### src/sv/cs_pkg.sv
// ----------------------------------------------------------------------------
// cs_pkg
// Shared constants for the min-max contrast stretch block.
// ----------------------------------------------------------------------------
package cs_pkg;

    localparam int PIXEL_BITS_DEFAULT = 8;
    localparam int PIXEL_W            = 8;
    localparam int LEVEL_W            = 8;
    localparam int CFG_INDEX_W        = 2;
    localparam int QUEUE_DEPTH        = 2;
    localparam int DIV_STEPS          = LEVEL_W;

    localparam logic [CFG_INDEX_W-1:0] REG_LOW_LEVEL  = CFG_INDEX_W'(0);
    localparam logic [CFG_INDEX_W-1:0] REG_HIGH_LEVEL = CFG_INDEX_W'(1);

    localparam logic [LEVEL_W-1:0] LOW_LEVEL_RESET  = '0;
    localparam logic [LEVEL_W-1:0] HIGH_LEVEL_RESET = '1;

endpackage

### src/sv/cs_front.sv
// ----------------------------------------------------------------------------
// cs_front
// Accepts pixels, tracks the running minimum and maximum during the measure
// pass and prepares clamped offsets for the stretch pass.
// ----------------------------------------------------------------------------
module cs_front
    import cs_pkg::*;
#(
    parameter int PB = PIXEL_BITS_DEFAULT
)
(
    input  logic               clk,
    input  logic               rst_n,
    input  logic               in_valid,
    output logic               in_stall,
    input  logic               mode,
    input  logic               first,
    input  logic [PIXEL_W-1:0] pixel,
    input  logic               queue_full,
    output logic               push,
    output logic               push_flat,
    output logic [PB-1:0]      push_off,
    output logic [PB-1:0]      push_span
);

    logic [PB-1:0]         min_reg;
    logic [PB-1:0]         min_next;
    logic [PB-1:0]         max_reg;
    logic [PB-1:0]         max_next;
    logic [PB+PIXEL_W-1:0] pix_wide;
    logic [PB-1:0]         pix;
    logic [PB-1:0]         clamped;
    logic                  accept;

    assign pix_wide = {{PB{1'b0}}, pixel};
    assign pix      = pix_wide[PB-1:0];
    assign in_stall = queue_full;
    assign accept   = in_valid && !queue_full;
    assign push     = accept && mode;

    always_comb
    begin
        if (pix < min_reg)
        begin
            clamped = min_reg;
        end
        else if (pix > max_reg)
        begin
            clamped = max_reg;
        end
        else
        begin
            clamped = pix;
        end
    end

    assign push_flat = (max_reg <= min_reg);
    assign push_off  = clamped - min_reg;
    assign push_span = max_reg - min_reg;

    always_comb
    begin
        min_next = min_reg;
        max_next = max_reg;
        if (accept && !mode)
        begin
            if (first)
            begin
                min_next = pix;
                max_next = pix;
            end
            else
            begin
                if (pix < min_reg)
                begin
                    min_next = pix;
                end
                if (pix > max_reg)
                begin
                    max_next = pix;
                end
            end
        end
    end

    always_ff @(posedge clk or negedge rst_n)
    begin
        if (!rst_n)
        begin
            min_reg <= '1;
            max_reg <= '0;
        end
        else
        begin
            min_reg <= min_next;
            max_reg <= max_next;
        end
    end

endmodule

### src/sv/cs_queue.sv
// ----------------------------------------------------------------------------
// cs_queue
// Short first-in first-out queue between the front and the back.
// ----------------------------------------------------------------------------
module cs_queue
    import cs_pkg::*;
#(
    parameter int WIDTH = 1,
    parameter int DEPTH = QUEUE_DEPTH
)
(
    input  logic             clk,
    input  logic             rst_n,
    input  logic             push,
    input  logic [WIDTH-1:0] push_data,
    output logic             full,
    input  logic             pop,
    output logic [WIDTH-1:0] pop_data,
    output logic             empty
);

    localparam int PTR_W = (DEPTH > 1) ? $clog2(DEPTH) : 1;
    localparam int CNT_W = $clog2(DEPTH + 1);

    logic [WIDTH-1:0] store [DEPTH];
    logic [PTR_W-1:0] wr_ptr_reg;
    logic [PTR_W-1:0] wr_ptr_next;
    logic [PTR_W-1:0] rd_ptr_reg;
    logic [PTR_W-1:0] rd_ptr_next;
    logic [CNT_W-1:0] count_reg;
    logic [CNT_W-1:0] count_next;

    assign full     = (count_reg == CNT_W'(DEPTH));
    assign empty    = (count_reg == '0);
    assign pop_data = store[rd_ptr_reg];

    always_comb
    begin
        wr_ptr_next = wr_ptr_reg;
        rd_ptr_next = rd_ptr_reg;
        if (push)
        begin
            wr_ptr_next = (wr_ptr_reg == PTR_W'(DEPTH - 1)) ? '0 : wr_ptr_reg + 1'b1;
        end
        if (pop)
        begin
            rd_ptr_next = (rd_ptr_reg == PTR_W'(DEPTH - 1)) ? '0 : rd_ptr_reg + 1'b1;
        end
        count_next = count_reg + CNT_W'(push) - CNT_W'(pop);
    end

    always_ff @(posedge clk)
    begin
        if (push)
        begin
            store[wr_ptr_reg] <= push_data;
        end
    end

    always_ff @(posedge clk or negedge rst_n)
    begin
        if (!rst_n)
        begin
            wr_ptr_reg <= '0;
            rd_ptr_reg <= '0;
            count_reg  <= '0;
        end
        else
        begin
            wr_ptr_reg <= wr_ptr_next;
            rd_ptr_reg <= rd_ptr_next;
            count_reg  <= count_next;
        end
    end

endmodule

### src/sv/cs_back.sv
// ----------------------------------------------------------------------------
// cs_back
// Scales each queued offset by the level range and divides it by the
// measured span with a serial restoring divider, then drives the output beat.
// ----------------------------------------------------------------------------
module cs_back
    import cs_pkg::*;
#(
    parameter int PB = PIXEL_BITS_DEFAULT
)
(
    input  logic               clk,
    input  logic               rst_n,
    input  logic               queue_empty,
    output logic               pop,
    input  logic               pop_flat,
    input  logic [PB-1:0]      pop_off,
    input  logic [PB-1:0]      pop_span,
    input  logic [LEVEL_W-1:0] low_level,
    input  logic [LEVEL_W-1:0] high_level,
    output logic               out_valid,
    input  logic               out_stall,
    output logic [LEVEL_W-1:0] value
);

    localparam int REM_W  = PB + LEVEL_W;
    localparam int STEP_W = $clog2(DIV_STEPS);

    typedef enum logic [1:0] {
        S_IDLE,
        S_MUL,
        S_DIV,
        S_DONE
    } state_t;

    state_t             state_reg;
    state_t             state_next;
    logic               flat_reg;
    logic               flat_next;
    logic [PB-1:0]      off_reg;
    logic [PB-1:0]      off_next;
    logic [PB-1:0]      span_reg;
    logic [PB-1:0]      span_next;
    logic [REM_W-1:0]   rem_reg;
    logic [REM_W-1:0]   rem_next;
    logic [LEVEL_W-1:0] quo_reg;
    logic [LEVEL_W-1:0] quo_next;
    logic [STEP_W-1:0]  step_reg;
    logic [STEP_W-1:0]  step_next;
    logic               neg_reg;
    logic               neg_next;
    logic               out_valid_reg;
    logic               out_valid_next;
    logic [LEVEL_W-1:0] value_reg;
    logic [LEVEL_W-1:0] value_next;

    logic               neg;
    logic [LEVEL_W-1:0] mag;
    logic [REM_W-1:0]   trial;
    logic               fits;
    logic               out_free;
    logic [LEVEL_W-1:0] result;

    assign neg      = (high_level < low_level);
    assign mag      = neg ? (low_level - high_level) : (high_level - low_level);
    assign trial    = REM_W'(span_reg) << step_reg;
    assign fits     = (rem_reg >= trial);
    assign out_free = !out_valid_reg || !out_stall;
    assign pop      = (state_reg == S_IDLE) && !queue_empty;
    assign result   = neg_reg
                    ? (low_level - quo_reg - LEVEL_W'(rem_reg != '0))
                    : (low_level + quo_reg);

    assign out_valid = out_valid_reg;
    assign value     = value_reg;

    always_comb
    begin
        state_next     = state_reg;
        flat_next      = flat_reg;
        off_next       = off_reg;
        span_next      = span_reg;
        rem_next       = rem_reg;
        quo_next       = quo_reg;
        step_next      = step_reg;
        neg_next       = neg_reg;
        value_next     = value_reg;
        out_valid_next = out_valid_reg && out_stall;
        unique case (state_reg)
            S_IDLE:
            begin
                if (!queue_empty)
                begin
                    flat_next  = pop_flat;
                    off_next   = pop_off;
                    span_next  = pop_span;
                    state_next = S_MUL;
                end
            end
            S_MUL:
            begin
                neg_next  = neg;
                quo_next  = '0;
                step_next = STEP_W'(DIV_STEPS - 1);
                if (flat_reg)
                begin
                    rem_next   = '0;
                    state_next = S_DONE;
                end
                else
                begin
                    rem_next   = REM_W'(off_reg) * REM_W'(mag);
                    state_next = S_DIV;
                end
            end
            S_DIV:
            begin
                if (fits)
                begin
                    rem_next = rem_reg - trial;
                end
                quo_next = {quo_reg[LEVEL_W-2:0], fits};
                if (step_reg == '0)
                begin
                    state_next = S_DONE;
                end
                else
                begin
                    step_next = step_reg - 1'b1;
                end
            end
            S_DONE:
            begin
                if (out_free)
                begin
                    value_next     = result;
                    out_valid_next = 1'b1;
                    state_next     = S_IDLE;
                end
            end
            default:
            begin
                state_next = S_IDLE;
            end
        endcase
    end

    always_ff @(posedge clk or negedge rst_n)
    begin
        if (!rst_n)
        begin
            state_reg     <= S_IDLE;
            out_valid_reg <= 1'b0;
        end
        else
        begin
            state_reg     <= state_next;
            out_valid_reg <= out_valid_next;
        end
    end

    always_ff @(posedge clk)
    begin
        flat_reg  <= flat_next;
        off_reg   <= off_next;
        span_reg  <= span_next;
        rem_reg   <= rem_next;
        quo_reg   <= quo_next;
        step_reg  <= step_next;
        neg_reg   <= neg_next;
        value_reg <= value_next;
    end

endmodule

### src/sv/contrast_stretch.sv
// ----------------------------------------------------------------------------
// contrast_stretch
// Two-pass min-max linear contrast stretch of grey pixels.
// ----------------------------------------------------------------------------
// Measure pixels are taken one per cycle while the queue has room.
// In the back a stretch pixel is loaded, then multiplied, then put through
// eight divider steps and then written to the output register.
// A flat range skips the divider and goes straight to the output register.
// Reset clears the level registers to 0 and 255, the minimum to all ones,
// the maximum to zero, and empties the queue and the output register.
module contrast_stretch
    import cs_pkg::*;
#(
    parameter int PIXEL_BITS = PIXEL_BITS_DEFAULT
)
(
    input  logic                   clk,
    input  logic                   rst_n,
    input  logic                   in_valid,
    output logic                   in_stall,
    input  logic                   mode,
    input  logic                   first,
    input  logic [PIXEL_W-1:0]     pixel,
    output logic                   out_valid,
    input  logic                   out_stall,
    output logic [LEVEL_W-1:0]     value,
    input  logic                   cfg_valid,
    output logic                   cfg_ready,
    input  logic [CFG_INDEX_W-1:0] cfg_index,
    input  logic [LEVEL_W-1:0]     cfg_data
);

    localparam int ENTRY_W = 2 * PIXEL_BITS + 1;

    logic [LEVEL_W-1:0]    low_level_reg;
    logic [LEVEL_W-1:0]    low_level_next;
    logic [LEVEL_W-1:0]    high_level_reg;
    logic [LEVEL_W-1:0]    high_level_next;

    logic                  push;
    logic                  push_flat;
    logic [PIXEL_BITS-1:0] push_off;
    logic [PIXEL_BITS-1:0] push_span;
    logic                  queue_full;
    logic                  queue_empty;
    logic                  pop;
    logic [ENTRY_W-1:0]    pop_data;

    assign cfg_ready = 1'b1;

    always_comb
    begin
        low_level_next  = low_level_reg;
        high_level_next = high_level_reg;
        if (cfg_valid)
        begin
            unique case (cfg_index)
                REG_LOW_LEVEL:  low_level_next  = cfg_data;
                REG_HIGH_LEVEL: high_level_next = cfg_data;
                default:        ;
            endcase
        end
    end

    always_ff @(posedge clk or negedge rst_n)
    begin
        if (!rst_n)
        begin
            low_level_reg  <= LOW_LEVEL_RESET;
            high_level_reg <= HIGH_LEVEL_RESET;
        end
        else
        begin
            low_level_reg  <= low_level_next;
            high_level_reg <= high_level_next;
        end
    end

    cs_front #(
        .PB (PIXEL_BITS)
    ) u_front (
        .clk        (clk),
        .rst_n      (rst_n),
        .in_valid   (in_valid),
        .in_stall   (in_stall),
        .mode       (mode),
        .first      (first),
        .pixel      (pixel),
        .queue_full (queue_full),
        .push       (push),
        .push_flat  (push_flat),
        .push_off   (push_off),
        .push_span  (push_span)
    );

    cs_queue #(
        .WIDTH (ENTRY_W),
        .DEPTH (QUEUE_DEPTH)
    ) u_queue (
        .clk       (clk),
        .rst_n     (rst_n),
        .push      (push),
        .push_data ({push_flat, push_off, push_span}),
        .full      (queue_full),
        .pop       (pop),
        .pop_data  (pop_data),
        .empty     (queue_empty)
    );

    cs_back #(
        .PB (PIXEL_BITS)
    ) u_back (
        .clk         (clk),
        .rst_n       (rst_n),
        .queue_empty (queue_empty),
        .pop         (pop),
        .pop_flat    (pop_data[ENTRY_W-1]),
        .pop_off     (pop_data[2*PIXEL_BITS-1:PIXEL_BITS]),
        .pop_span    (pop_data[PIXEL_BITS-1:0]),
        .low_level   (low_level_reg),
        .high_level  (high_level_reg),
        .out_valid   (out_valid),
        .out_stall   (out_stall),
        .value       (value)
    );

endmodule

### config.mk
export PLATFORM = sky130hd
export DESIGN_NAME = contrast_stretch
export DESIGN_NICKNAME = d
export VERILOG_FILES = /design/src/sv/cs_pkg.sv /design/src/sv/cs_front.sv /design/src/sv/cs_queue.sv /design/src/sv/cs_back.sv /design/src/sv/contrast_stretch.sv
export SDC_FILE = /design/constraint.sdc
export NUM_CORES = 1
export LEC_CHECK = 0
export ABC_AREA = 1
export BUFFER_PORTS_ARGS = -buffer_cell sky130_fd_sc_hd__buf_2
export CELL_PAD_IN_SITES_DETAIL_PLACEMENT = 0
export CELL_PAD_IN_SITES_GLOBAL_PLACEMENT = 1
export CORE_MARGIN = 2
export CORE_UTILIZATION = 30
export CTS_CLUSTER_DIAMETER = 200
export DETAILED_ROUTE_END_ITERATION = 10
export GPL_TIMING_DRIVEN = 0
export PLACE_DENSITY_LB_ADDON = 0.3
export SKIP_LAST_GASP = 1
export SYNTH_ARGS = -nofsm -noshare
export SYNTH_HDL_FRONTEND = slang
export SYNTH_HIERARCHICAL = 1
export SYNTH_SLANG_ARGS = --single-unit
export TNS_END_PERCENT = 5
### constraint.sdc
create_clock -name clk -period 8.12 [get_ports clk]
set_input_delay 0.406 -clock clk [delete_from_list [all_inputs] [get_ports clk]]
set_output_delay 0.406 -clock clk [all_outputs]
set_load 0.02 [all_outputs]
==> results.md <==
- Setup TNS: 0 ns
- Drt pass-1 iters: 7
- DR WL met3: 709 um
- RSZ-0062 raised after global routing: false
- Most used flip-flop cell after synthesis: edfxtp_1
- WS Path Type: register to register
- Max reg flops: 34
- Area Growth Syn to Fin: 12.5%
- Count of cell types in the netlist: 57
- Gr usage total: 0.150
- Cells after Synth: 1452
- # DRC: 0
- ANT nets after route: 0
- Synthesized area per cell: 7.83 um2
- Reg-to-reg startpoint: low_level_reg[1]
- Iter 0 DRT Violations: 504
- Io pins: 36
- Synthesized flop and latch total: 126
- Largest net degree at the start of global routing: 40
- Vias in the first global route: 9041
- Hold Crit Class: input port to asynchronous set/reset pin
- Total gr overflow: 0
- TritonCTS Buffers: 17
- DR WL/cell: 13.7 um
- Status: finished, final reports clean
- Initial antenna violation count: 0
- Final hold vios: 0
- CTS clk-pin slew, worst paths: 0.06 ns
- Post-layout net count: 1697
- Ant diodes: 0
- Tcrit/Tclk final: 0.758
- Die area: 39400 um2
- WL met2: 12600 um
- Layout cells sized above 1: 0.0995
- R2R depth: 23
- Clk Latency, worst-skew pair: 0.43 ns
- Core Area: 37500 um2
- Post-CTS setup buffer count: 0
- Worst EP arrival: 6.33 ns
- Maximum clock path buffer count: 2
- Gpl congestion: 0.871
- Initial core utilization: 0.303
- Die X: 199 um
- Number of hold buffers added after cts: 0
- DR vias/cell: 4.50
- Cell area after layout: 12800 um2
- Detailed placement HPWL: 22700 um
- Post-CTS sizing: 0
- Final wirelength: 27700 um
- EDFF count, synth: 87
- Clock sinks: 126
- CP startpoint: low_level_reg[1]
- WP data required: 8.30 ns
- Register area share after synthesis: 0.318
- Total number of vias: 9122
- Global-route wire length before repair: 46600 um
- CP Launch Type: register
- Fmax: 0.162 GHz
- Relative slew slack: 0.297
- DR top layer: met4
- Max cap viols: 0
- Synthesized cell area: 11400 um2
- Root Driver: clkbuf_16
- Synthesis Warnings: 6
- Worst-margin pin slew: 1.05 ns
- Final min period: 6.16 ns
- Finish-stage setup viols: 0
- TritonCTS clock tree: done
- Placed inst area: 12200 um2
- Htree depth: 4
- Post-synth ARST share: 0.310
- CP Capture Type: register
- DIE HEIGHT: 199 um
- Critical path fanouts, max: 10
- Met1 wire length: 14000 um
- Slew Limit Fails: 0
- Site Rows: 71
- Port bufs: 32
- Synth Net Count: 1645
- Clock skew: 0.00982 ns
[cells in the mapped netlist (all sizes together) (2+ instances only)]
library cell / number / area (um2)
nand2: 396 / 1530
inv: 277 / 1040
ha: 124 / 1550
nor2: 116 / 454
o21ai: 92 / 562
edfxtp: 87 / 2610
nand3: 87 / 448
a21oi: 57 / 297
fa: 44 / 881
nand4: 26 / 169
dfrtp: 23 / 576
xor2: 21 / 184
buf: 16 / 160
dfstp: 16 / 420
clkbuf: 10 / 47.5
nor3: 9 / 50.1
or2: 6 / 37.5
xnor2: 6 / 52.6
a21o: 5 / 38.8
nor4: 4 / 25.0
a31oi: 3 / 18.8
nand3b: 3 / 22.5
o211ai: 3 / 22.5
o21bai: 3 / 22.5
o22ai: 3 / 18.8
a22o: 2 / 17.5
and2: 2 / 12.5
o221ai: 2 / 17.5
[cell usage in the layout, fill, tap and decap left out, types with 16 or more instances in the layout]
cell and count:
a21oi_1 56, buf_2 35, clkbuf_16 19, dfrtp_1 23, dfstp_2 16, edfxtp_1 87, fa_1 44, ha_1 124
inv_1 274, nand2_1 384, nand3_1 86, nand4_1 25, nor2_1 112, o21ai_0 49, o21ai_1 18, o21ai_2 24
xor2_1 21
[final timing paths]
| path | end | slack (ns) |
|---|---|---|
| setup / recovery | u_back/rem_reg[11] | 1.96 |
| hold / removal | u_queue/count_reg[1] | 0.14 |
| setup reg to reg | u_back/rem_reg[11] | 1.96 |
| hold reg to reg | high_level_reg[5] | 0.48 |
| max in group asynchronous | u_back/state_reg[0] | 7.37 |
| min in group clk | high_level_reg[6] | 0.21 |
[cell families (layout without fill, tap and decap cells)]
logic type | count (synthesis) | in the layout | synth area share
muxes | 1 | 1 | 0.000881
and+or+nand+nor | 650 | 650 | 0.243
adders and majority gates | 168 | 168 | 0.214
buffers and inverters | 303 | 368 | 0.110
AOI/OAI and AO/OA | 176 | 176 | 0.0935
xor gates and xnor gates | 27 | 27 | 0.0208
other | 1 | 1 | 0.000330
DFF | 126 | 126 | 0.318
[worst max-delay path: stages, from the launching register on]
cell and delay, ns:
dfrtp_1 0.60, inv_1 0.23, fa_1 0.54, nand3_1 0.11, nand3_1 0.16, a21oi_4 0.34
nand2_1 0.11, nand2_1 0.27, nor2_1 0.11, fa_1 0.55, inv_1 0.05, fa_1 0.47
inv_1 0.05, fa_1 0.53, inv_1 0.05, fa_1 0.53, inv_1 0.05, ha_1 0.34
nand2_1 0.12, nor2_1 0.14, a21oi_1 0.10, or2_2 0.28, nand3_1 0.08, nand2_1 0.06
[per-stage QoR]
| stage | util | setup slack [ns] | std cells | hold WS, ns |
|---|---|---|---|---|
| after floorplan | - | 2.72 | 1452 | 0.110 |
| after global placement | 0.324 | 1.99 | 1995 | 0.473 |
| after detailed placement | 0.325 | 1.93 | 1996 | 0.473 |
| after CTS | 0.341 | 1.95 | 2028 | 0.157 |
| after global routing | 0.341 | 1.52 | 2028 | 0.194 |
| final | 0.341 | 1.96 | 2028 | 0.141 |
[metal layers]
metal | up-vias | GRT usage
li1 | 4775 | -
met1 | 4188 | 0.206
met2 | 132 | 0.246
met3 | 27 | 0.0231
met4 | 0 | 0.0409
met5 | - | 0
[cell type report]
cell class                 count  area (um2)
fill                        4102       24700
multi-input combinational   1023        6510
sequential                   126        3610
inverter                     277        1040
tap                          511         639
clock buffer                  20         479
buffer                        26         208
timing repair buffer          33         171
clock inverter                12         121
Power is not shown: default switching activity piles up to over one toggle a cycle in this logic, so the estimate is an artifact.
